--- src/design/dur_pkg.sv ---
package dur_pkg;

  // Width of the accumulator and the running total; overflow past this width is an error.
  localparam int TOTAL_BITS = 31;
  // Width of the elapsed_sec result field.
  localparam int OUT_BITS   = 31;
  localparam int CHAR_BITS  = 8;
  localparam int SCALE_BITS = 12;

  localparam logic [CHAR_BITS-1:0] CH_ZERO = 8'h30;  // '0'
  localparam logic [CHAR_BITS-1:0] CH_NINE = 8'h39;  // '9'
  localparam logic [CHAR_BITS-1:0] CH_H    = 8'h68;  // 'h'
  localparam logic [CHAR_BITS-1:0] CH_M    = 8'h6D;  // 'm'
  localparam logic [CHAR_BITS-1:0] CH_S    = 8'h73;  // 's'

  localparam logic [SCALE_BITS-1:0] SCALE_H = 12'd3600;
  localparam logic [SCALE_BITS-1:0] SCALE_M = 12'd60;
  localparam logic [SCALE_BITS-1:0] SCALE_S = 12'd1;

endpackage

--- src/design/dur_ifs.sv ---
interface dur_in_if import dur_pkg::*; ();
  logic                 valid;
  logic                 ready;
  logic [CHAR_BITS-1:0] char_code;
  logic                 end_marker;

  modport source (output valid, output char_code, output end_marker, input ready);
  modport sink   (input valid, input char_code, input end_marker, output ready);
endinterface

interface dur_out_if import dur_pkg::*; ();
  logic                valid;
  logic                ready;
  logic                ok;
  logic [OUT_BITS-1:0] elapsed_sec;

  modport source (output valid, output ok, output elapsed_sec, input ready);
  modport sink   (input valid, input ok, input elapsed_sec, output ready);
endinterface

--- src/design/duration_string_parser_top.sv ---
// Duration string parser. Send a string such as 1h30m15s one byte per request on in_ch,
// then one request with end_marker set; that terminator, and only it, produces one
// result on out_ch: ok=1 with the total in seconds, or ok=0 with a zero total for an
// empty string, a non-digit where a digit belongs, an unknown unit letter, a number
// with no unit, a repeated unit, or a value past 2^31-1. All state clears after each
// terminator. Throughput is one request per cycle: each byte is captured in an input
// register and folded into the parser state in the next cycle by a constant multiply
// and one add/compare, so a new byte enters every cycle. An accepted terminator goes
// through the input register, then the result register, which lets input continue
// while a result waits; only a second terminator stalls behind an untaken result.
module duration_string_parser_top import dur_pkg::*; (
  input  logic         clk,
  input  logic         rst_n,
  dur_in_if.sink       in_ch,
  dur_out_if.source    out_ch
);

  typedef enum logic [1:0] {
    PH_START,
    PH_AFTER_UNIT,
    PH_IN_NUMBER
  } phase_t;

  // Input stage
  logic                 s1_valid_r, s1_valid_nxt;
  logic [CHAR_BITS-1:0] s1_char_r;
  logic                 s1_end_r;
  logic                 s1_fire;
  logic                 out_free;

  // Parser state
  logic [TOTAL_BITS-1:0] accum_r, accum_nxt;
  logic [TOTAL_BITS-1:0] total_r, total_nxt;
  phase_t                phase_r, phase_nxt;
  logic                  hours_r, hours_nxt;
  logic                  minutes_r, minutes_nxt;
  logic                  seconds_r, seconds_nxt;
  logic                  err_r, err_nxt;

  // Result register
  logic                out_valid_r, out_valid_nxt;
  logic                out_ok_r, out_ok_nxt;
  logic [OUT_BITS-1:0] out_total_r, out_total_nxt;

  // Datapath
  logic                    is_digit;
  logic [3:0]              digit;
  logic [TOTAL_BITS+3:0]   accum_x10;
  logic                    digit_ovf;
  logic [SCALE_BITS-1:0]   scale;
  logic                    is_unit;
  logic                    unit_used;
  logic [TOTAL_BITS+12:0]  unit_sum;
  logic                    unit_ovf;
  logic                    good;

  // A terminator needs the result slot; characters never do.
  assign out_free    = !out_valid_r || out_ch.ready;
  assign s1_fire     = s1_valid_r && (!s1_end_r || out_free);
  assign in_ch.ready = !s1_valid_r || s1_fire;

  assign out_ch.valid       = out_valid_r;
  assign out_ch.ok          = out_ok_r;
  assign out_ch.elapsed_sec = out_total_r;

  assign is_digit  = (s1_char_r >= CH_ZERO) && (s1_char_r <= CH_NINE);
  assign digit     = 4'(s1_char_r - CH_ZERO);
  // accum*10 + d > limit is the same test as accum > (limit - d) / 10.
  assign accum_x10 = ((TOTAL_BITS+4)'(accum_r) << 3) + ((TOTAL_BITS+4)'(accum_r) << 1)
                   + (TOTAL_BITS+4)'(digit);
  assign digit_ovf = |accum_x10[TOTAL_BITS+3:TOTAL_BITS];

  // Decode the unit letter into its scale and its used flag.
  always_comb begin
    unique case (s1_char_r)
      CH_H: begin
        scale     = SCALE_H;
        is_unit   = 1'b1;
        unit_used = hours_r;
      end
      CH_M: begin
        scale     = SCALE_M;
        is_unit   = 1'b1;
        unit_used = minutes_r;
      end
      CH_S: begin
        scale     = SCALE_S;
        is_unit   = 1'b1;
        unit_used = seconds_r;
      end
      default: begin
        scale     = '0;
        is_unit   = 1'b0;
        unit_used = 1'b0;
      end
    endcase
  end

  // accum*scale + total > limit is the same test as accum > (limit - total) / scale.
  assign unit_sum = (TOTAL_BITS+13)'(accum_r) * (TOTAL_BITS+13)'(scale)
                  + (TOTAL_BITS+13)'(total_r);
  assign unit_ovf = |unit_sum[TOTAL_BITS+12:TOTAL_BITS];

  assign good = !err_r && (phase_r == PH_AFTER_UNIT);

  always_comb begin
    s1_valid_nxt  = s1_valid_r;
    accum_nxt     = accum_r;
    total_nxt     = total_r;
    phase_nxt     = phase_r;
    hours_nxt     = hours_r;
    minutes_nxt   = minutes_r;
    seconds_nxt   = seconds_r;
    err_nxt       = err_r;
    out_valid_nxt = out_valid_r;
    out_ok_nxt    = out_ok_r;
    out_total_nxt = out_total_r;

    if (out_valid_r && out_ch.ready) begin
      out_valid_nxt = 1'b0;
    end
    if (in_ch.ready) begin
      s1_valid_nxt = in_ch.valid;
    end

    if (s1_fire) begin
      if (s1_end_r) begin
        // Report, then clear for the next string.
        out_valid_nxt = 1'b1;
        out_ok_nxt    = good;
        out_total_nxt = good ? OUT_BITS'(total_r) : '0;
        accum_nxt     = '0;
        total_nxt     = '0;
        phase_nxt     = PH_START;
        hours_nxt     = 1'b0;
        minutes_nxt   = 1'b0;
        seconds_nxt   = 1'b0;
        err_nxt       = 1'b0;
      end else if (!err_r) begin
        if (is_digit) begin
          if (digit_ovf) begin
            err_nxt = 1'b1;
          end else begin
            accum_nxt = accum_x10[TOTAL_BITS-1:0];
            phase_nxt = PH_IN_NUMBER;
          end
        end else if (phase_r != PH_IN_NUMBER || !is_unit || unit_used || unit_ovf) begin
          // Missing digit, unknown suffix, repeated unit or overflow.
          err_nxt = 1'b1;
        end else begin
          total_nxt = unit_sum[TOTAL_BITS-1:0];
          accum_nxt = '0;
          phase_nxt = PH_AFTER_UNIT;
          if (s1_char_r == CH_H) hours_nxt   = 1'b1;
          if (s1_char_r == CH_M) minutes_nxt = 1'b1;
          if (s1_char_r == CH_S) seconds_nxt = 1'b1;
        end
      end
    end
  end

  always_ff @(posedge clk) begin
    if (!rst_n) begin
      s1_valid_r  <= 1'b0;
      accum_r     <= '0;
      total_r     <= '0;
      phase_r     <= PH_START;
      hours_r     <= 1'b0;
      minutes_r   <= 1'b0;
      seconds_r   <= 1'b0;
      err_r       <= 1'b0;
      out_valid_r <= 1'b0;
    end else begin
      s1_valid_r  <= s1_valid_nxt;
      accum_r     <= accum_nxt;
      total_r     <= total_nxt;
      phase_r     <= phase_nxt;
      hours_r     <= hours_nxt;
      minutes_r   <= minutes_nxt;
      seconds_r   <= seconds_nxt;
      err_r       <= err_nxt;
      out_valid_r <= out_valid_nxt;
    end
  end

  // Payload registers: no reset needed.
  always_ff @(posedge clk) begin
    if (in_ch.ready && in_ch.valid) begin
      s1_char_r <= in_ch.char_code;
      s1_end_r  <= in_ch.end_marker;
    end
    out_ok_r    <= out_ok_nxt;
    out_total_r <= out_total_nxt;
  end

`ifndef ASSERT_OFF
  a_clear_after_end: assert property (@(posedge clk) disable iff (!rst_n)
    s1_fire && s1_end_r |=> phase_r == PH_START && total_r == '0 && !err_r)
    else $error("parser state not cleared after terminator");

  a_error_freezes_total: assert property (@(posedge clk) disable iff (!rst_n)
    s1_fire && !s1_end_r && err_r |=> $stable(total_r) && err_r)
    else $error("running total changed after an error");

  a_used_implies_started: assert property (@(posedge clk) disable iff (!rst_n)
    hours_r || minutes_r || seconds_r |-> phase_r != PH_START)
    else $error("unit flag set while no characters seen");

  a_bad_result_zero: assert property (@(posedge clk) disable iff (!rst_n)
    out_valid_r && !out_ok_r |-> out_total_r == '0)
    else $error("nonzero total reported with error");

  a_no_result_drop: assert property (@(posedge clk) disable iff (!rst_n)
    out_valid_r && !out_ch.ready |-> !s1_fire || !s1_end_r)
    else $error("terminator processed over an untaken result");
`endif

endmodule
--- src/flat_wrapper.sv ---
// flat-port wrapper written by rule: the top's interface ports become plain ports
module duration_string_parser_top_flat import dur_pkg::*;
  (clk, rst_n, in_ch_valid, in_ch_char_code, in_ch_end_marker, in_ch_ready, out_ch_valid, out_ch_ok, out_ch_elapsed_sec, out_ch_ready);
  dur_in_if in_ch_i ();
  dur_out_if out_ch_i ();
  input  logic clk;
  input  logic rst_n;
  input wire logic [$bits(in_ch_i.valid)-1:0] in_ch_valid;
  input wire logic [$bits(in_ch_i.char_code)-1:0] in_ch_char_code;
  input wire logic [$bits(in_ch_i.end_marker)-1:0] in_ch_end_marker;
  output wire logic [$bits(in_ch_i.ready)-1:0] in_ch_ready;
  output wire logic [$bits(out_ch_i.valid)-1:0] out_ch_valid;
  output wire logic [$bits(out_ch_i.ok)-1:0] out_ch_ok;
  output wire logic [$bits(out_ch_i.elapsed_sec)-1:0] out_ch_elapsed_sec;
  input wire logic [$bits(out_ch_i.ready)-1:0] out_ch_ready;
  assign in_ch_i.valid = in_ch_valid;
  assign in_ch_i.char_code = in_ch_char_code;
  assign in_ch_i.end_marker = in_ch_end_marker;
  assign in_ch_ready = in_ch_i.ready;
  assign out_ch_valid = out_ch_i.valid;
  assign out_ch_ok = out_ch_i.ok;
  assign out_ch_elapsed_sec = out_ch_i.elapsed_sec;
  assign out_ch_i.ready = out_ch_ready;
  duration_string_parser_top u_core (.clk(clk), .rst_n(rst_n), .in_ch(in_ch_i), .out_ch(out_ch_i));
endmodule
--- config.mk ---
export PLATFORM = sky130hd
export DESIGN_NAME = duration_string_parser_top_flat
export DESIGN_NICKNAME = d
export VERILOG_FILES = /design/src/design/dur_pkg.sv /design/src/design/dur_ifs.sv /design/src/design/duration_string_parser_top.sv /design/src/flat_wrapper.sv
export SDC_FILE = /design/constraint.sdc
export NUM_CORES = 1
export LEC_CHECK = 0
export BUFFER_PORTS_ARGS = -buffer_cell sky130_fd_sc_hd__buf_2
export CORE_MARGIN = 2
export CORE_UTILIZATION = 45
export CTS_CLUSTER_DIAMETER = 120
export CTS_CLUSTER_SIZE = 16
export DETAILED_ROUTE_END_ITERATION = 10
export HOLD_SLACK_MARGIN = 0.12
export PLACE_DENSITY_LB_ADDON = 0.25
export SLEW_MARGIN = 10
export SYNTH_ARGS = -nofsm -noshare
export SYNTH_HDL_FRONTEND = slang
export SYNTH_SLANG_ARGS = --single-unit
--- constraint.sdc ---
create_clock -name clk -period 8.2 [get_ports clk]
set_input_delay 1.23 -clock clk [delete_from_list [all_inputs] [get_ports clk]]
set_output_delay 1.23 -clock clk [all_outputs]
set_load 0.02 [all_outputs]
==> metrics.md <==
| Metric | Value |
|---|---|
| EDFF count, synth | `between 40 and 50` |
| Vias per std cell | `between 5 and 6` |
| Compound-Gate Fraction of Synth Area | `about an eighth` |
| Yosys warning count | `0` |
| Area Growth Syn to Fin | `6.29%` |
| Crit-path slowest cell | `or4b_4` |
| Number of max-cap violations | `0` |
| Antenna Violating Nets Remaining | `0` |
| Worst Setup Start Kind | `flop` |
| Sw Pwr | `approximately 270 uW` |
| Worst EP required | `around 8.5 ns` |
| Crit path cell chain | `nand4b_1 > nor3_2 > nor3b_2 > buf_12 > nand2_1 > fa_1 > inv_1 > ha_1 > fa_1 > fa_1 > inv_1 > fa_1 > inv_1 > ha_1 > nand4_1 > or3_1 > o21ai_1 > a31oi_1 > o41ai_1 > xor2_1 > or4b_4 > o32ai_4 > buf_12 > mux2i_1` |
| Reg power frac | `~54%` |
| Slew Limit Fails | `0` |
| Fin area | `~18000 um^2` |
| Simple-gate share of the synthesized area | `between 10% and 20%` |
| CTS tree | `built` |
| I/O Pins | `47` |
| Die H | `199 um` |
| Final Skew | `0.0161 ns` |
| Pre-Repair DR Iteration Count | `6` |
| Synth Area in Adders | `between 30% and 40%` |
| Vias in the first global route | `13300` |
| Nets | `between 2000 and 2500` |
| Top cell by count, worst path | `fa_1` |
| DR WL/cell | `17.2 um` |
| Worst reg2reg path depth | `24` |
| Family with the most delay on the worst path | `adder cells` |
| Root Buffer | `clkbuf_16` |
| Final WS setup | `slightly above 0.5 ns` |
| Syn_area_per_cell | `8.63 um^2` |
| Largest net degree at the start of global routing | `60` |
| Highest net fanout along the worst path | `between 40 and 50` |
| Post-DP Area | `between 15000 and 20000 um^2` |
| Worst VDD drop | `0.0926 mV` |
| Top cell type's share of synthesized area | `between 20% and 30%` |
| Multi-input gate area | `about 13000 um^2` |
| Sw frac | `around 25%` |
| Bufs and invs on worst path | `5` |
| Port Buffer Count | `46` |
| Crit path DAT | `8.01 ns` |
| Worst path depth | `24` |
| XOR/XNOR Fraction of Synth Area | `2.97%` |
| GRT Util Overall | `~23%` |
| Fill cells | `about 3700` |
| Clk buf depth | `2` |
| Worst-margin pin slew | `roughly 0.99 ns` |
| Unrepaired setup endpoints after global routing | `false` |
| Setup bufs post-CTS | `0` |
| Crit share post-route | `a little over nine tenths` |
| Highest Clock Rate | `about 130 MHz` |
| Seq cells post-synth | `roughly 110` |
| Mapped Area | `17100 um^2` |
| Top_reg_cell synth | `dfxtp_1` |
| Crit Path Class | `reg -> reg` |
| Internal power | `around 800 uW` |
| CTS Sinks | `around 110` |
| Top post-synthesis cells by area | `fa_1 (22%), ha_1 (18%), inv_1 (8.9%)` |
| CP endpoint kind | `flop` |
| Routed vias | `13300` |
| Num CTS Buffers | `9` |
| Dpl ws | `between 0.4 and 0.5 ns` |
| Outcome | `finished clean` |
| Placer Congestion | `0.994` |
| Largest family of logic cells by synthesized area | `adder cells` |
| Worst hold slack | `between 0.4 and 0.5 ns` |
| Post-DP HPWL | `between 30 and 40 mm` |
| Placed insts | `2492` |
| Reg area | `2630 um^2` |
| Cell taking the most area after synthesis | `fa_1` |
| Final hold violations | `0` |
| Most common cell in the netlist | `inv_1` |
| Seq/Total Area, Yosys | `between 10% and 20%` |
| Pleak | `about 0.01 uW` |
| Commonest cells post-synth | `inv_1 (406), ha_1 (251), nand2_1 (208)` |
| Die ar. | `a little under 40000 um^2` |
| Max_slew headroom | `between 30 and 40%` |
| Final WL | `between 40 and 50 mm` |
| Ratio of cells with drive above 1 in the final layout | `5.76%` |
| Core footprint | `about 38000 um^2` |
| Non-Filler Instances | `2508` |
| H-tree depth | `3` |
| Ys async rst share | `0%` |
| Clk_lat worst skew | `~0.4 ns` |
| Initial antenna violation count | `0` |
| Grt ovf | `0` |
| Setup TNS | `0 ns` |
| ANT cells | `0` |
| Wire length of the first global-routing pass | `a little over 70 mm` |
| Power per Cell Area | `roughly 59 nW/um^2` |
| Cell count after synthesis | `about 2000` |
| DRC | `0` |
| Tmin final | `a little under 8 ns` |
| Die width | `199 um` |
| Netlist cell types | `80` |
| DR iter-0 viols | `approximately 760` |
| Mux cell area share after synthesis | `approximately 2.7%` |
| Clock network fraction of design power | `42.1%` |
| Post-Syn Nets | `around 2400` |
| Initial Util | `a little under half` |
| Worst hold stages | `2` |
| Clock-pin slew on the worst setup and hold paths | `approximately 0.080 ns` |
| Setup-failing EPs final | `0` |
| Comb power frac | `between 3 and 4%` |
| Worst Hold Class | `reg -> reg` |
| Flop-to-flop setup slack | `0.50 ns` |
| Crit path largest cell delay | `0.58 ns` |
| Row count | `between 70 and 80` |
## timing repair
item	CTS	global route
endpoints found under the setup margin	0	33
gates resized for setup	0	2
hold buffers	0	0
## kinds of logic after synthesis
kind of cell,after synthesis
AO/OA/AOI/OAI,328
buffers and inverters,476
flip-flops,111
AND/OR/NAND/NOR,531
adder cells (fa/ha/maj),435
XOR/XNOR,58
multiplexers,45
## power groups by stage
| stage | registers (uW) | clock network, uW | logic, uW |
|---|---|---|---|
| after floorplan | 598 | 0 | 19.4 |
| after global placement | 595 | 0 | 39.6 |
| after detailed placement | 595 | 0 | 40.0 |
| after CTS | 582 | 464 | 40.0 |
| after global routing | 584 | 478 | 42.7 |
| final | 582 | 451 | 38.9 |
## layer usage
metal | track usage [%] | vias to the layer above | share of wire, %
met5 | 0 | - | 0
met4 | 6.97 | 0 | 2.6
met3 | 2.41 | 55 | 3.7
met2 | 38.1 | 252 | 47
met1 | 31.4 | 6496 | 47
li1 | - | 6540 | -
## placed cells by master (no fill, tap or decap), drive strengths merged, types with 17 or more instances in the layout
cell type,instances
inv,411
ha,251
nand2,208
fa,184
o21ai,92
and2,88
nor2,73
a21oi,71
dfxtp,70
buf,66
a21o,45
mux2i,42
edfxtp,41
xnor2,39
nand3,28
or4,24
xor2,19
nand2b,18
nor3,17
## path summary, 6_finish.rpt
| check | startpoint | endpoint |
|---|---|---|
| worst min-delay path | u_core.total_r[3] | u_core.total_r[3] |
| worst max-delay path | u_core.s1_char_r[3] | u_core.accum_r[3] |
| worst min register to register | u_core.total_r[3] | u_core.total_r[3] |
| worst max register to register | u_core.s1_char_r[3] | u_core.accum_r[3] |
## state kept, by name, summed over array words and instances (netlist names)
register                   cells
u_core.accum_r                31
u_core.out_ch.elapsed_sec     31
u_core.total_r                31
u_core.s1_char_r               8
u_core.phase_r                 2
u_core.err_r                   1
u_core.hours_r                 1
u_core.minutes_r               1
u_core.out_ch.ok               1
u_core.out_ch.valid            1
u_core.s1_end_r                1
u_core.s1_valid_r              1
u_core.seconds_r               1
## worst register-to-register path: cells and delay by family (launching register included)
family	cells	cell delay, ns
adders and majority gates	6	2.69
and+or+nand+nor	7	2.27
AOI/OAI and AO/OA	4	1.18
buffers and inverters	5	0.64
DFF	1	0.46
muxes	1	0.22
xor gates and xnor gates	1	0.14
## cell type report
cell class	instances	area share (%)
flip-flops and latches	111	14.5
repair buffers	66	2.43
clock buffers	9	1.24
inverters	407	8.39
clock inverters	7	0.357
multi-input cells	1397	69.6
well taps	511	3.51
## stage by stage
stage	util [%]	total power, uW
floorplan	-	617
global placement	47.6	634
detailed placement	47.6	635
CTS	48.4	1090
global route	48.4	1100
finish	48.4	1070
No activity file was read; power rests on OpenSTA's default activity.
